<file path="config.mk">
export PLATFORM = sky130hd
export DESIGN_NAME = tlc_sqrt
export DESIGN_NICKNAME = d
export VERILOG_FILES = /design/src/sv/tlc_pkg.sv /design/src/sv/tlc_sqrt.sv
export SDC_FILE = /design/constraint.sdc
export NUM_CORES = 1
export LEC_CHECK = 0
export BUFFER_PORTS_ARGS = -buffer_cell sky130_fd_sc_hd__buf_4
export CORE_MARGIN = 2
export CORE_UTILIZATION = 50
export CTS_CLUSTER_DIAMETER = 120
export DETAILED_ROUTE_END_ITERATION = 7
export GPL_TIMING_DRIVEN = 0
export PLACE_DENSITY = 0.68
export SLEW_MARGIN = 20
export SYNTH_ARGS = -nofsm -noshare
export SYNTH_HDL_FRONTEND = slang
export SYNTH_SLANG_ARGS = --single-unit
</file>
<file path="constraint.sdc">
create_clock -name i_clk -period 12.95 [get_ports i_clk]
set_input_delay 1.9425 -clock i_clk [delete_from_list [all_inputs] [get_ports i_clk]]
set_output_delay 1.9425 -clock i_clk [all_outputs]
set_load 0.01 [all_outputs]
</file>
<file path="src/sv/tlc_pkg.sv">
`timescale 1ns / 1ps

package tlc_pkg;

    localparam int unsigned CFG_W   = 60;   // widest configuration register
    localparam int unsigned AP_W    = 16;   // aperture radius, unsigned Q4.12
    localparam int unsigned IN_W    = 16;   // Q0.16 input fractions
    localparam int unsigned SIN_W   = 17;   // sine magnitude, Q1.15, up to 1.0
    localparam int unsigned TRIG_W  = 18;   // signed sine / cosine
    localparam int unsigned RDX_W   = 32;   // lens offset scale, rad * trig
    localparam int unsigned STAGES  = 10;   // pipeline depth

    localparam longint unsigned HALF_PI_Q30 = 64'd1686629713;

    // (2n)(2n+1) for the Taylor terms n = 1..10
    localparam longint unsigned TAYLOR_DIV [10] = '{
        64'd6, 64'd20, 64'd42, 64'd72, 64'd110,
        64'd156, 64'd210, 64'd272, 64'd342, 64'd420
    };

    typedef enum logic [2:0] {
        CFG_CAM_POS,
        CFG_BASIS_U,
        CFG_BASIS_V,
        CFG_PLANE_H,
        CFG_PLANE_V,
        CFG_PLANE_LL,
        CFG_APERTURE
    } t_cfg_idx;

    // Quarter-wave sine entry from a Q30 angle; elaboration time only.
    function automatic logic [SIN_W-1:0] sin_entry(input longint unsigned x);
        longint unsigned term;
        longint unsigned sum;
        longint unsigned e;
        term = x;
        sum  = x;
        for (int n = 1; n <= 10; n++) begin
            term = (term * x) >> 30;
            term = (term * x) >> 30;
            term = term / TAYLOR_DIV[n-1];
            if (n % 2 == 1) begin
                sum = (sum >= term) ? sum - term : 64'd0;
            end else begin
                sum = sum + term;
            end
        end
        e = (sum + 64'd16384) >> 15;
        if (e > 64'd32768) begin
            e = 64'd32768;
        end
        return e[SIN_W-1:0];
    endfunction

endpackage

</file>
<file path="src/sv/tlc_sqrt.sv">
`timescale 1ns / 1ps

// floor(sqrt(rr * 65536)), restoring digit recurrence, four result bits per stage
module tlc_sqrt (
    input  logic                        i_clk,
    input  logic [3:0]                  i_en,
    input  logic [tlc_pkg::IN_W-1:0]    i_rr,
    output logic [tlc_pkg::IN_W-1:0]    o_root
);
    import tlc_pkg::*;

    localparam int unsigned RAD_W = 2 * IN_W;
    localparam int unsigned REM_W = IN_W + 4;

    logic [RAD_W-1:0] r_rad  [0:3];
    logic [REM_W-1:0] r_rem  [0:3];
    logic [IN_W-1:0]  r_root [0:3];

    for (genvar s = 0; s < 4; s++) begin : g_stage
        logic [RAD_W-1:0] w_rad_in;
        logic [REM_W-1:0] w_rem_in;
        logic [IN_W-1:0]  w_root_in;
        logic [RAD_W-1:0] n_rad;
        logic [REM_W-1:0] n_rem;
        logic [IN_W-1:0]  n_root;

        if (s == 0) begin : g_first
            assign w_rad_in  = {i_rr, {IN_W{1'b0}}};
            assign w_rem_in  = '0;
            assign w_root_in = '0;
        end else begin : g_next
            assign w_rad_in  = r_rad[s-1];
            assign w_rem_in  = r_rem[s-1];
            assign w_root_in = r_root[s-1];
        end

        always_comb begin
            logic [REM_W-1:0] trial;
            n_rad  = w_rad_in;
            n_rem  = w_rem_in;
            n_root = w_root_in;
            for (int b = 0; b < 4; b++) begin
                n_rem = {n_rem[REM_W-3:0], n_rad[RAD_W-1 -: 2]};
                n_rad = {n_rad[RAD_W-3:0], 2'b00};
                trial = {2'b00, n_root, 2'b01};
                if (n_rem >= trial) begin
                    n_rem  = n_rem - trial;
                    n_root = {n_root[IN_W-2:0], 1'b1};
                end else begin
                    n_root = {n_root[IN_W-2:0], 1'b0};
                end
            end
        end

        always_ff @(posedge i_clk) begin
            if (i_en[s]) begin
                r_rad[s]  <= n_rad;
                r_rem[s]  <= n_rem;
                r_root[s] <= n_root;
            end
        end
    end

    assign o_root = r_root[3];

endmodule

</file>
; Word level (Yosys, flattened, before mapping)
; Memory sizes are Yosys's and may differ from the RTL's.
; Cells that the tools add are included.
[word_totals]
regBits = 0
latchBits = 0
ram_bits = 240
mem_bits_ro = 0
inputBits = 21
output_inout_bits = 16
memories = 3
[classes]
n_addsub = 16
multipliers = 0
div = 0
magnitude_cmp = 16
eq_ne = 0
n_shift = 0
muxes = 40
bitwise = 0
reduce_logical = 0
[mem_list]
columns = memory, words, word_bits, read_ports, rd_clocked_by_memory_dff, wr, line
row1 = r_rad, 4, 24, 3, 0, 4, tlc_sqrt.sv:15  ; logic [RAD_W-1:0] r_rad [0:3];
row2 = r_rem, 4, 20, 3, 0, 4, tlc_sqrt.sv:16  ; logic [REM_W-1:0] r_rem [0:3];
row3 = r_root, 4, 16, 4, 0, 4, tlc_sqrt.sv:17  ; logic [IN_W-1:0] r_root [0:3];
[op_table]
columns = op, n
row1 = 20-bit by 18-bit >= comparator with 1-bit output, 12
row2 = 18-bit 2-to-1 mux, 12
row3 = 18-bit subtractor, 9
row4 = 20-bit 2-to-1 mux, 4
row5 = 20-bit by 18-bit subtractor with 20-bit output, 3
row6 = 1-bit 2-to-1 mux, 24
row7 = 20-bit by 3-bit >= comparator with 1-bit output, 1
row8 = 20-bit by 4-bit >= comparator with 1-bit output, 1
row9 = 20-bit by 5-bit >= comparator with 1-bit output, 1
row10 = 20-bit by 5-bit subtractor with 20-bit output, 1
row11 = 18-bit by 3-bit subtractor with 18-bit output, 1
row12 = 18-bit by 4-bit subtractor with 18-bit output, 1
row13 = 2-bit by 1-bit subtractor with 3-bit output (second input constant), 1
row14 = 2-bit by 1-bit >= comparator with 1-bit output (second input constant), 1

; Depth between registers and ports, before layout
; Gate-level depths: netlist of the first run.
; An unclocked memory read counts as a cell.
[depth]
ltp_word = 9
depth_mapped = 62
ltp_nobuf = 56

; Worst setup path after synthesis of the first run
; Ideal clock, no wire load.
[synth_timing]
path_type = register -> register
start = mem r_root[2][0]
end = mem r_root[3][0], data pin
setup_time_ns = 0.267
arrival_ns = 9.926
t_required_ns = 12.683
slack_ns = 2.757
stages_incl_launch_ff = 62
synth_period_minus_slack_ns = 10.193
path_cell_list = edfxtp_1 > inv_1 > ha_1 > inv_1 > fa_1 > nor2b_1 > o21ai_0 > a21boi_0 > o21ai_0 > a21boi_0 > o2111ai_1 > nand2_1 > or2_2 > clkbuf_1 > clkbuf_1 > a21oi_1 > ha_1 > a21oi_1 > (+26 left out) > nand2_1 > nand4bb_1 > clkbuf_1 > clkbuf_1 > a21boi_0 > ha_1 > a21o_1 > a21oi_1 > nor2b_1 > o21ai_0 > nand2b_1 > a21oi_1 > nor2b_1 > o21ai_0 > nand2b_1 > a21oi_1 > o221a_2 > o211ai_1
[synth_rtl]
columns = element, line
row1 = "start, declared", tlc_sqrt.sv:17

==> results, run 1 <==
- The flow ran to the end, and the final reports show no timing, DRC or antenna violations.
- VDD sags by at most 98.4 uV.
- Summed over all layers, the global routing overflow is 0.
- Of the total synthesized cell area, the portion taken by XOR and XNOR cells is 0.0912.
- STA classifies the critical path startpoint as a flip-flop.
- A synthesized cell averages 8.43 um^2.
- The count of final hold-check violations came to 0.
- The fraction of layout instances using a drive strength above 1 is 0.0881.
- Internal power comes to 1.46 mW.
- The die width is 160 um.
- The static power due to leakage is 5.43 nW.
- The critical path data arrival time is 12040 ps.
- The share of total power dissipated in sequential elements is 0.192.
- Between clock sinks in the finished design, the worst skew comes to 15.6 ps.
- In the finished design, the share of the clock period the worst path needs comes to 0.923.
- The count of final setup violators is 0.
- Derived from the worst setup path, the maximum achievable clock frequency is 0.0837 GHz.
- The number of buffer cells added on primary ports is 36.
- After synthesis the cells add up to 0.0121 mm^2.
- The longest clock path from root to sink contains 2 buffers.
- The share of total power in combinational logic is 0.706.
- Detailed placement ended at an HPWL of 24300 um.
- The final period demand of the worst path is 11950 ps.
- At the end of routability-driven placement, the weighted congestion stood at 0.917.
- The simple-gate share of the synthesized area is 0.197.
- The share of total power dissipated in the clock network is 0.103.
- The post-route setup TNS is 0 ps.
- Of all nets on the critical path, the largest fanout is 11.
- Yosys mapped the design onto 105 distinct sky130hd cell types.
- The I/O pin count is 37.
- Of the total power, the share spent switching nets is 0.479.
- The initial cell density of the core is 0.513.
- The final antenna-violating net count is 0.
- The core region is 0.0236 mm^2.
- The number of enable flip-flop cells after synthesis is 101.
- By startpoint and endpoint, the worst setup path is classified as flip-flop to flip-flop.
- Yosys attributes the largest share of cell area to edfxtp_1, ha_1, xnor2_1.
- The critical path's most frequent cell is a21oi_1.
- The fraction of registers with async set/reset is 0.
- After clock tree synthesis, the clock-pin slew on the worst setup and hold paths is 80 ps.
- The area growth from synthesis to layout is 8.22%.
- The full die area is 0.0255 mm^2.
- The dominant cell type by area after synthesis is edfxtp_1.
- The portion of synthesized area spent on multiplexers is 0.0286.
- The net load switching power is 1.34 mW.
- In the global route stage, overall resource usage came out at 0.236.
- The highest-delay cell along the critical path is or4b_2.
- The type of destination of the critical path is a flip-flop.
- The tool flagged a number of max-cap violations equal to 0.
- The number of clock sinks is 101.
- In the final routed layout, each cell accounts on average for 16.8 um.
- Wires add up to 30300 um.
- The antenna diode count is 0.
- The max-slew violation count is 0.
- The primary flip-flop cell chosen by synthesis mapping is edfxtp_1.
- Of the total synthesized cell area, the portion taken by full adders, half adders and majority gates is 0.145.
- The post-route DRC violation count is 0.
- The share of the synthesized area in the top cell type is 0.251.
- The detailed router finished its first iteration with 717 violations.
- The via count of the routed design is 10800.
- The CTS tree is done.
- After detailed routing, the number of vias per cell comes to 5.98.
- The wire length of the first global-routing pass is 49600 um.
- TritonCTS created 9 clock buffers.
- The number of optimization iterations in the first detailed-route pass is 5.
- The flop and latch count out of synthesis is 101.
- The number of warnings reported in the yosys synthesis log is 0.
- The clock latency on the worst-skew pair is 360 ps.
- In the synthesized netlist, the number of instances is 1436.
- Measured along the y axis, the die boundary spans 160 um.
- Entering global routing, the biggest net connects 31 pins.
- The critical path data required time is 13030 ps.
- The number of inserted filler cells in the final layout is 2224.
- The compound-gate portion of the synthesized area is 0.243.
- The via count of the first global-routing pass is 9951.
- The number of buffers inserted by post-CTS setup repair is 0.
- The sequential-to-total area share from yosys stat is 0.251.
- The number of hold buffers added after cts is 0.
- The worst slew margin relative to its limit is 0.485.
- The net count of the finished layout is 1640.
- The total power per unit cell area is 213 mW/mm^2.
- The initial antenna violation count was 0.
- In this run the clock root is driven by a clkbuf_16.
- The transition time at the pin with the least slew margin is 754 ps.
- The classification of the worst-slack hold path is flip-flop to flip-flop.
- By area, the combinational part of the netlist is dominated by compound AO/OA/AOI/OAI gates.
- Setup repair after global routing left no endpoint under its margin.
- CTS built an H-tree with a depth of 3.
- The total power after layout is 2.80 mW.
- The critical path's largest stage delay is 650 ps.
- The row count is 56.
power groups by stage:
stage	clock, mW	combinational (mW)	sequential [mW]
floorplan	0	1.54	0.521
global placement	0	1.90	0.540
detailed placement	0	1.93	0.542
CTS	0.294	1.95	0.535
global route	0.307	2.20	0.543
finish	0.287	1.97	0.536
final timing paths:
kind | from | endpoint | slack (ps) | cells past startpoint
min reg2reg | r_root[2][6] | r_root[3][10] | 440 | 0
max | r_root[2][0] | r_root[3][0] | 1000 | 60
max reg2reg | r_root[2][0] | r_root[3][0] | 1000 | 60
min | r_root[2][6] | r_root[3][10] | 440 | 0
cell usage after synthesis, drive strengths merged (7+ instances only):
| cell type | count |
|---|---|
| mux2 | 21 |
| and3 | 12 |
| nor3 | 34 |
| inv | 103 |
| ha | 133 |
| or4 | 11 |
| nand2b | 16 |
| a31oi | 9 |
| or2 | 15 |
| o2111ai | 7 |
| mux2i | 11 |
| nand4 | 14 |
| buf | 10 |
| a211oi | 11 |
| nor4 | 16 |
| a21o | 30 |
| xor2 | 40 |
| edfxtp | 101 |
| o31a | 9 |
| xnor2 | 86 |
| nand2 | 103 |
| a21oi | 148 |
| o21bai | 28 |
| nand3 | 26 |
| and2 | 13 |
| o21ai | 85 |
| o21a | 22 |
| clkbuf | 21 |
| or3 | 18 |
| nor2b | 15 |
| o31ai | 12 |
| nor2 | 132 |
| a21boi | 10 |
placed cells by master (no fill, tap or decap), types with 12 or more instances in the layout:
cell / n
nor2_1: 132
a21o_1: 30
o31ai_1: 12
xor2_1: 40
mux2_2: 17
edfxtp_1: 101
nor3_1: 33
inv_1: 101
o21ai_0: 77
nand2b_1: 16
a21oi_1: 146
nand4_1: 13
or2_2: 12
o21bai_1: 28
xnor2_1: 86
nand3_1: 24
ha_1: 133
o21a_1: 22
nand2_1: 102
nor2b_1: 15
clkbuf_1: 18
and2_1: 13
or3_1: 17
nor4_1: 12
buf_4: 37
worst max-delay path, delay by kind of cell, from the launching register on:
family | cells | cell delay (ps)
flip-flops | 1 | 440
buffers and inverters | 10 | 1740
adder cells (fa/ha/maj) | 6 | 1660
AND/OR/NAND/NOR | 11 | 1950
AO/OA/AOI/OAI | 33 | 5890
cells by family after synthesis:
| kind of cell | Yosys count |
|---|---|
| AND/OR/NAND/NOR | 457 |
| AO/OA/AOI/OAI | 443 |
| adder cells (fa/ha/maj) | 138 |
| buffers and inverters | 138 |
| XOR/XNOR | 126 |
| flip-flops | 101 |
| multiplexers | 32 |
| other | 1 |
final cells by class:
| type | count | area [um^2] | share of cell area |
|---|---|---|---|
| clock buffer | 9 | 225 | 0.0172 |
| timing repair buffer | 36 | 270 | 0.0206 |
| buffer | 29 | 129 | 0.00984 |
| inverter | 107 | 404 | 0.0308 |
| multi-input combinational | 1198 | 8560 | 0.654 |
| sequential | 101 | 3030 | 0.231 |
| tap | 319 | 399 | 0.0305 |
| clock inverter | 7 | 77.6 | 0.00592 |
stage by stage:
stage	area, um^2	std cells	hold WS [ps]	utilization	setup WS [ps]
after global placement	12800	1792	432	0.541	756
after detailed placement	12800	1792	434	0.541	674
final	13100	1806	441	0.555	999
after CTS	13100	1808	447	0.554	649
after global routing	13100	1806	470	0.555	13.6
after floorplan	12100	1437	426	-	2760
layer usage:
layer | vias to the layer above | track usage | routed length, um
met5 | - | 0 | 0
met3 | 58 | 0.0237 | 1020
met2 | 239 | 0.412 | 14500
met4 | 0 | 0.0715 | 679
li1 | 5413 | - | -
met1 | 5087 | 0.308 | 14100
state kept, by name (all words and copies together) (netlist names):
signal  flops
r_root     40
r_rem      53
r_rad       8
timing repair:
action,CTS,global route
endpoints found under the hold margin,0,0
endpoints found under the setup margin,0,18
gates resized for setup,0,7
(Power assumes the default switching activity.)
==> inputs of run 2 (changes only) <==
ABC_AREA = 1   (was unset)
==> run 2 against run 1 <==
Net effect:
- cell area is 3.7% higher
- combinational power is 4% lower
- synthesized area is 4.2% higher
- critical path type unchanged
- die area is 4.1% higher
==> results, run 2 <==
- The tightest min-delay check is of the flip-flop to flip-flop type.
- The xor/xnor cell area share of the yosys netlist is 0.0715 (-0.0197).
- The final period demand of the worst path is 10580 ps (-1370 ps).
- The detailed-placement wirelength estimate is 25600 um (+5.4%).
- The initial cell density of the core is 0.505 (-0.00730).
- The number of inserted filler cells in the final layout is 2473 (+11%).
- The routed length per instance is 14.0 um (-17%).
- The transition time at the pin with the least slew margin came to 532 ps (-221 ps).
- The post-route setup TNS is 0 ps (unchanged).
- The period utilization is 0.817 (-0.106).
- The largest net degree at the start of global routing is 31 (unchanged).
- The post-route clock skew is 9.76 ps (-5.80 ps).
- The multiplexer share of the synthesized area was 0 (-0.0286).
- The post-route DRC violation count is 0 (unchanged).
- The endpoint of the worst hold-timing path is r_root[2][4].
- The worst setup slack for register-to-register paths is 2370 ps (+1370 ps).
- Leaving out fill and tap cells, the most frequent cells in the layout are nand2_1, inv_1, nor2_1.
- The peak supply drop was 114 uV (+16%).
- The post-detailed-routing wire length is 30900 um (+2.0%).
- The via count of the routed design is 11800 (+9.5%).
- The number of violations of the max-capacitance limit is 0 (unchanged).
- The number of enable flip-flop cells after synthesis is 101 (unchanged).
- The total number of H-tree levels is 3 (unchanged).
- The number of instances in the synthesized netlist is 1833 (+28%).
- The number of hold buffers added after cts is 0 (unchanged).
- The share of the synthesized area in the top cell type is 0.240 (-0.0101).
- The critical path's largest stage delay is 440 ps (-210 ps).
- The critical path data arrival time came to 10680 ps (-1360 ps).
- The cell chosen for the clock root is clkbuf_16.
- The maximum fanout encountered on the critical timing path came to 12 (+1).
- The static power due to leakage was 6.55 nW (+21%).
- The number of cells on the worst reg-to-reg path came to 57 (-5.0%).
- The fmax is 0.0945 GHz (+13%).
- The fraction of layout instances using a drive strength above 1 is 0.0928 (+0.00474).
- The placeable core region is 0.0250 mm^2 (+5.7%).
- The antenna diode count is 0 (unchanged).
- By area the synthesized netlist is led by edfxtp_1, nand2_1, ha_1.
- The primary flip-flop cell chosen by synthesis mapping is edfxtp_1.
- The CTS tree is done.
- The initial antenna violation count is 0 (unchanged).
- The count of distinct cell types in the synthesized netlist is 54 (-49%).
- The net count of the finished layout was 2039 (+24%).
- The worst slew margin relative to its limit is 0.641 (+0.157).
- The total power per unit cell area was 197 mW/mm^2 (-7.5%).
- Counting stages on the worst path, the most repeated cell is nand2_1.
- The final antenna-violating net count was 0 (unchanged).
- The number of optimization iterations in the first detailed-route pass is 5 (unchanged).
- The number of clock sinks was 101 (unchanged).
- Relative to the synthesized area, the layout overhead comes to 7.64%.
- The row count is 58 (+3.6%).
- The average vias per placed instance is 5.34 (-11%).
- The number of flip-flops under the largest register name is 53 (unchanged).
- The dominant cell type by area after synthesis is edfxtp_1.
- The most repeated cell in the gate-level netlist after synthesis is nand2_1.
- The commonest cells after synthesis are nand2_1, inv_1, nor2_1, ha_1, a21oi_1.
- The total power after layout was 2.68 mW (-4.1%).
- The max-slew violation count came to 0 (unchanged).
- The count of final setup violators is 0 (unchanged).
- The average cell area after synthesis is 6.88 um^2 (-18%).
- The I/O pin count is 37 (unchanged).
- The main combinational cell family by area after synthesis is simple AND/OR/NAND/NOR gates.
- The die width was 163 um (+2.0%).
- The simple-gate share of the synthesized area is 0.330 (+0.132).
- The cell depth of the worst min-delay path is 0 (unchanged).
- The final estimated routing congestion in global placement came to 0.908 (-0.97%).
- The die outline height came to 163 um (+2.0%).
- The clock slew seen by the registers of the worst setup and hold paths is 70 ps (about the same).
- The setup path with the least slack is of type flip-flop to flip-flop.
- The count of final hold-check violations is 0 (unchanged).
- Setup repair after global routing left no endpoint under its margin.
- The clock latency on the worst-skew pair came to 360 ps (about the same).
- The fraction of registers with async set/reset was 0 (unchanged).
- The total CTS buffers came to 9 (unchanged).
- The worst hold path begins at r_root[1][0].
- The flow ran to the end, and the final reports show no timing, DRC or antenna violations.
- The critical path launch point type is a flip-flop.
- The number of warnings reported in the yosys synthesis log is 0 (unchanged).
- The leading cell type in the layout, fill and taps excluded is nand2_1.
- The number of buffers inserted by post-CTS setup repair is 0 (unchanged).
- The total congestion overflow is 0 (unchanged).
- The flop and latch count out of synthesis was 101 (unchanged).
- The number of standard cells in the final layout excluding fillers is 2215 (+23%).
- The type of destination of the critical path is a flip-flop.
- The total track usage is 0.238 (+0.00232).
- The wire length of the first global-routing pass is 51400 um (+3.6%).
- The total placed cells including tap cells is 2200 (+23%).
- The buffer levels on the longest clock path is 2 (unchanged).
- The synthesized-area fraction occupied by adder cells is 0.138 (-0.00666).
- The sequential-to-total area share from yosys stat was 0.240 (-0.0101).
- The number of buffer cells added on primary ports is 36 (unchanged).
- The critical path data required time is 13050 ps (+20 ps).
- The worst register-to-register path ends at r_root[3][0].
- More flip-flops sit in one register than any other, and that register is r_rem.
- The full die area is 0.0265 mm^2 (+4.1%).
- The netlist area before placement is 0.0126 mm^2 (+4.2%).
- The worst reg2reg path startpoint is r_root[2][0].
- The post-cts resize count is 0 (unchanged).
- The compound-gate portion of the synthesized area was 0.133 (-0.110).
- The count of routing violations after the opening detailed-route iteration is 752 (+4.9%).
- In the final layout, the registers with the most flip-flops are r_rem (53), r_root (40), r_rad (8).
- The via count of the first global-routing pass is 10900 (+9.4%).
- Among all stages on the critical path, the largest delay is contributed by edfxtp_1.
==> run 2: changes by cell type after synthesis, moves of 18 or more <==
cell      delta
o21bai_1    -19
nand2_2     +18
a21oi_1     -25
nand2_1    +370
nor2_1      +37
o21ai_0     +43
inv_1      +129
a21o_1      -26
xnor2_1     -38
nand3_1     +90
==> run 2: where the power goes <==
| part | leakage [nW] | switching, mW | internal (mW) | total (mW) |
|---|---|---|---|---|
| sequential | 0.946 | 0.0495 | 0.465 | 0.515 |
| combinational | 5.46 | 1.20 | 0.709 | 1.90 |
| clock | 0.136 | 0.129 | 0.132 | 0.261 |
| total | 6.55 | 1.37 | 1.31 | 2.68 |
==> run 2: cells by family (layout without fill, tap and decap cells) <==
kind of cell               after synthesis  in the layout
adders and majority gates              137            137
and+or+nand+nor                        914            914
xor gates and xnor gates               103            103
buffers and inverters                  272            323
other                                    1              2
AOI/OAI and AO/OA                      305            305
DFF                                    101            101
==> run 2: final cells by class <==
type | count | area, um^2 | share of cell area
multi-input cells | 1461 | 8490 | 0.625
flip-flops and latches | 101 | 3030 | 0.223
inverters | 249 | 936 | 0.0689
well taps | 330 | 413 | 0.0304
repair buffers | 36 | 270 | 0.0199
clock buffers | 9 | 225 | 0.0166
plain buffers | 23 | 163 | 0.0120
clock inverters | 6 | 51.3 | 0.00378
==> run 2: routing by layer <==
metal	global-route usage	routed length (um)	vias to the layer above
li1	-	-	6173
met1	0.316	14500	5380
met2	0.413	14500	235
met3	0.0283	1380	34
met4	0.0575	531	0
met5	0	0	-
==> run 2: how the worst max path moves through the flow <==
stage	from	end	slack [ps]
floorplan	r_root[1][0]	r_rem[2][3]	4410
global placement	r_root[2][0]	r_root[3][0]	2690
detailed placement	r_root[2][0]	r_root[3][0]	2530
CTS	r_root[2][0]	r_root[3][0]	2480
global route	r_root[2][0]	r_root[3][0]	1150
finish	r_root[2][0]	r_root[3][0]	2370
==> run 2: critical path: cells and delay by family (launching register included) <==
kind | cells | cell delay [ps]
and+or+nand+nor | 23 | 2600
buffers and inverters | 10 | 2050
AOI/OAI and AO/OA | 19 | 3540
adders and majority gates | 5 | 1660
DFF | 1 | 440
==> run 2: per-stage QoR <==
step	worst slack (ps)	hold WS (ps)	utilization	instance area, um^2
global route	1150	467	0.544	13600
floorplan	4410	426	-	12600
global placement	2690	435	0.533	13300
detailed placement	2530	438	0.533	13300
CTS	2480	454	0.544	13600
finish	2370	460	0.544	13600
==> inputs of run 3 (changes only) <==
clock period = 10.3 ns   (was 12.95 ns; I/O delays follow)
==> run 3 against run 2 <==
Net effect:
- via count about the same
- routed wire length up 0.27%
- combinational power up 27%
- critical endpoint is now r_rem[2][3]
- largest cell class unchanged
- clock-buffer cell count unchanged
- total power up 26%
- worst hold slack worse by 0.65 ps
- sequential share of layout area down 0.19 points
- die area unchanged
==> results, run 3 (synthesis results as in run 2) <==
- The placeable core region was 0.0250 mm^2 (unchanged).
- The number of optimization iterations in the first detailed-route pass came to 7 (+2).
- The worst setup path is captured at a flip-flop.
- The buffer levels on the longest clock path came to 2 (unchanged).
- The initial cell density of the core is 0.505 (unchanged).
- The critical path's largest stage delay was 410 ps (-30 ps).
- The clock latency on the worst-skew pair is 360 ps (about the same).
- The internal power of the cells came to 1.65 mW (+27%).
- The capturing element of the worst setup path is r_rem[2][3].
- The number of buffer cells added on primary ports is 36 (unchanged).
- The number of inserted filler cells in the final layout is 2465 (-0.32%).
- The post-detailed-routing wire length came to 31000 um (+0.27%).
- The share of total power in combinational logic came to 0.712 (about the same).
- The clock slew seen by the registers of the worst setup and hold paths came to 70 ps (about the same).
- The final period demand of the worst path was 9420 ps (-1160 ps).
- In this run the clock root is driven by a clkbuf_16.
- The combined area of the multi-input logic cells is 0.00853 mm^2 (+0.53%).
- The peak supply drop is 144 uV (+27%).
- The initial antenna violation count is 0 (unchanged).
- The fmax is 0.106 GHz (+12%).
- The fraction of power spent switching nets came to 0.513 (about the same).
- The static power due to leakage was 6.59 nW (+0.68%).
- The via count of the routed design was 11800 (+0.051%).
- The total track usage is 0.238 (about the same).
- The critical path data arrival time came to 9530 ps (-1150 ps).
- The fraction of layout instances using a drive strength above 1 is 0.106 (+0.0129).
- The count of final setup violators is 0 (unchanged).
- The flow ran to the end, and the final reports show no timing, DRC or antenna violations.
- The transition time at the pin with the least slew margin is 533 ps (+0.212 ps).
- The critical path launch point type is a flip-flop.
- The I/O pin count is 37 (unchanged).
- The maximum fanout encountered on the critical timing path is 12 (unchanged).
- The critical path in this run is classified as flip-flop to flip-flop.
- The routed length per instance is 14.0 um (about the same).
- The die outline height is 163 um (unchanged).
- The detailed-placement wirelength estimate is 25600 um (unchanged).
- The count of routing violations after the opening detailed-route iteration is 730 (-2.9%).
- The worst register-to-register path ends at r_rem[2][3].
- The number of hold buffers added after cts came to 0 (unchanged).
- The wire length of the first global-routing pass is 51400 um (about the same).
- The number of flip-flops under the largest register name is 53 (unchanged).
- The most critical setup path has its startpoint at r_root[1][0].
- The total number of H-tree levels came to 3 (unchanged).
- The footprint of the flip-flops and latches is 0.00303 mm^2 (unchanged).
- In this run the worst hold path is classified as flip-flop to flip-flop.
- The post-route DRC violation count is 0 (unchanged).
- The number of clock sinks came to 101 (unchanged).
- The period utilization is 0.915 (+0.0977).
- The proportion of power drawn by flip-flops and latches came to 0.191 (about the same).
- The largest registers in the layout are r_rem (53), r_root (40), r_rad (8).
- The antenna diode count was 0 (unchanged).
- The post-route clock skew is 10.4 ps (+0.651 ps).
- The largest net degree at the start of global routing is 31 (unchanged).
- The register with the most flip-flops in the final layout is r_rem.
- The number of violations of the max-capacitance limit is 0 (unchanged).
- Leaving out fill and tap cells, the most frequent cell in the layout is nand2_1.
- The die width is 163 um (unchanged).
- The total power per unit cell area is 248 mW/mm^2 (+25%).
- The via count of the first global-routing pass was 10900 (-0.046%).
- The minimum hold slack is 459 ps (-0.646 ps).
- The row count was 58 (unchanged).
- The critical path data required time was 10410 ps (-2640 ps).
- The count of final hold-check violations is 0 (unchanged).
- The full die area is 0.0265 mm^2 (unchanged).
- In this design, the critical path's most frequently occurring cell is inv_1.
- The final antenna-violating net count came to 0 (unchanged).
- The slowest stage of the critical path belongs to the cell fa_1.
- The total power after layout is 3.39 mW (+26%).
- The worst setup slack for register-to-register paths came to 880 ps (-1490 ps).
- The worst slew margin relative to its limit is 0.641 (about the same).
- The total CTS buffers was 9 (unchanged).
- The max-slew violation count is 0 (unchanged).
- The number of cells on the worst reg-to-reg path came to 58 (+1.8%).
- The total congestion overflow is 0 (unchanged).
- The average vias per placed instance was 5.32 (-0.26%).
- The final cell utilization of the core came to 0.549 (+0.00466).
- The net load switching power is 1.74 mW (+26%).
- The clock group share of total power is 0.097 (about the same).
- The CTS tree is done.
- The worst reg2reg path startpoint is r_root[1][0].
- The net count of the finished layout is 2046 (+0.34%).
- The top cell types in the final layout, fill and taps aside, are nand2_1, inv_1, nor2_1.
- The area growth from synthesis to layout is 8.56%.
- The final estimated routing congestion in global placement is 0.908 (unchanged).
[run 3: cell types whose count changed in the layout (fill, tap and decap cells not counted), sizes merged]
cell / previous run / this run
buf: 52 / 59
clkbuf: 16 / 15
clkinvlp: 0 / 2
inv: 247 / 246
[run 3: cell type report]
cell class,count,share of cell area
clock buffers,9,0.0164
well taps,330,0.0301
repair buffers,44,0.0241
inverters,249,0.0686
flip-flops and latches,101,0.221
plain buffers,21,0.0121
multi-input cells,1461,0.623
repair inverters,1,0.000365
clock inverters,6,0.00375
[run 3: what timing repair did]
action | 4_1_cts | 5_1_grt
gates cloned | 0 | 1
buffers inserted | 0 | 8
pin swaps | 0 | 3
gates resized for setup | 3 | 35
endpoints found under the setup margin | 9 | 19
[run 3: how the worst min path moves through the flow]
| stage | startpoint | endpoint | slack, ps | cells past startpoint |
|---|---|---|---|---|
| 3_3_place_gp | r_root[1][0] | r_root[2][4] | 430 | 0 |
| 4_1_cts | r_root[2][10] | r_root[3][14] | 450 | 0 |
| 6_report | r_root[2][10] | r_root[3][14] | 460 | 0 |
| 2_1_floorplan | r_root[0][0] | r_root[1][4] | 430 | 0 |
| 3_5_place_dp | r_root[2][10] | r_root[3][14] | 440 | 0 |
| 5_1_grt | r_root[2][10] | r_root[3][14] | 470 | 0 |
[run 3: through the flow]
step / setup slack, ps / instances / TNS, ps / area [um^2]
after floorplan: 1760 / 1834 / 0 / 12600
after global placement: 35.3 / 2200 / 0 / 13300
after detailed placement: -121 / 2200 / -193 / 13300
after CTS: 34.3 / 2214 / 0 / 13600
after global routing: -28.2 / 2222 / -28.2 / 13700
final: 876 / 2222 / 0 / 13700
[run 3: routing by layer]
metal | GRT usage | vias up | wire, um | part of all wire
li1 | - | 6192 | - | -
met1 | 0.316 | 5369 | 14500 | 0.47
met2 | 0.413 | 233 | 14600 | 0.47
met3 | 0.0283 | 34 | 1340 | 0.043
met4 | 0.0575 | 0 | 492 | 0.016
met5 | 0 | - | 0 | 0
[run 3: worst max-delay path, delay by kind of cell, from the launching register on]
kind | cells | cell delay, ps
AO/OA/AOI/OAI | 19 | 3180
flip-flops | 1 | 390
adder cells (fa/ha/maj) | 6 | 1740
buffers and inverters | 17 | 2160
AND/OR/NAND/NOR | 16 | 1690
[run 3: power groups by stage]
stage	logic [mW]	registers, mW	clock network [mW]
final	2.42	0.647	0.328
after floorplan	1.92	0.636	0
after global placement	2.33	0.656	0
after detailed placement	2.37	0.658	0
after global routing	2.77	0.657	0.353
after CTS	2.38	0.648	0.339
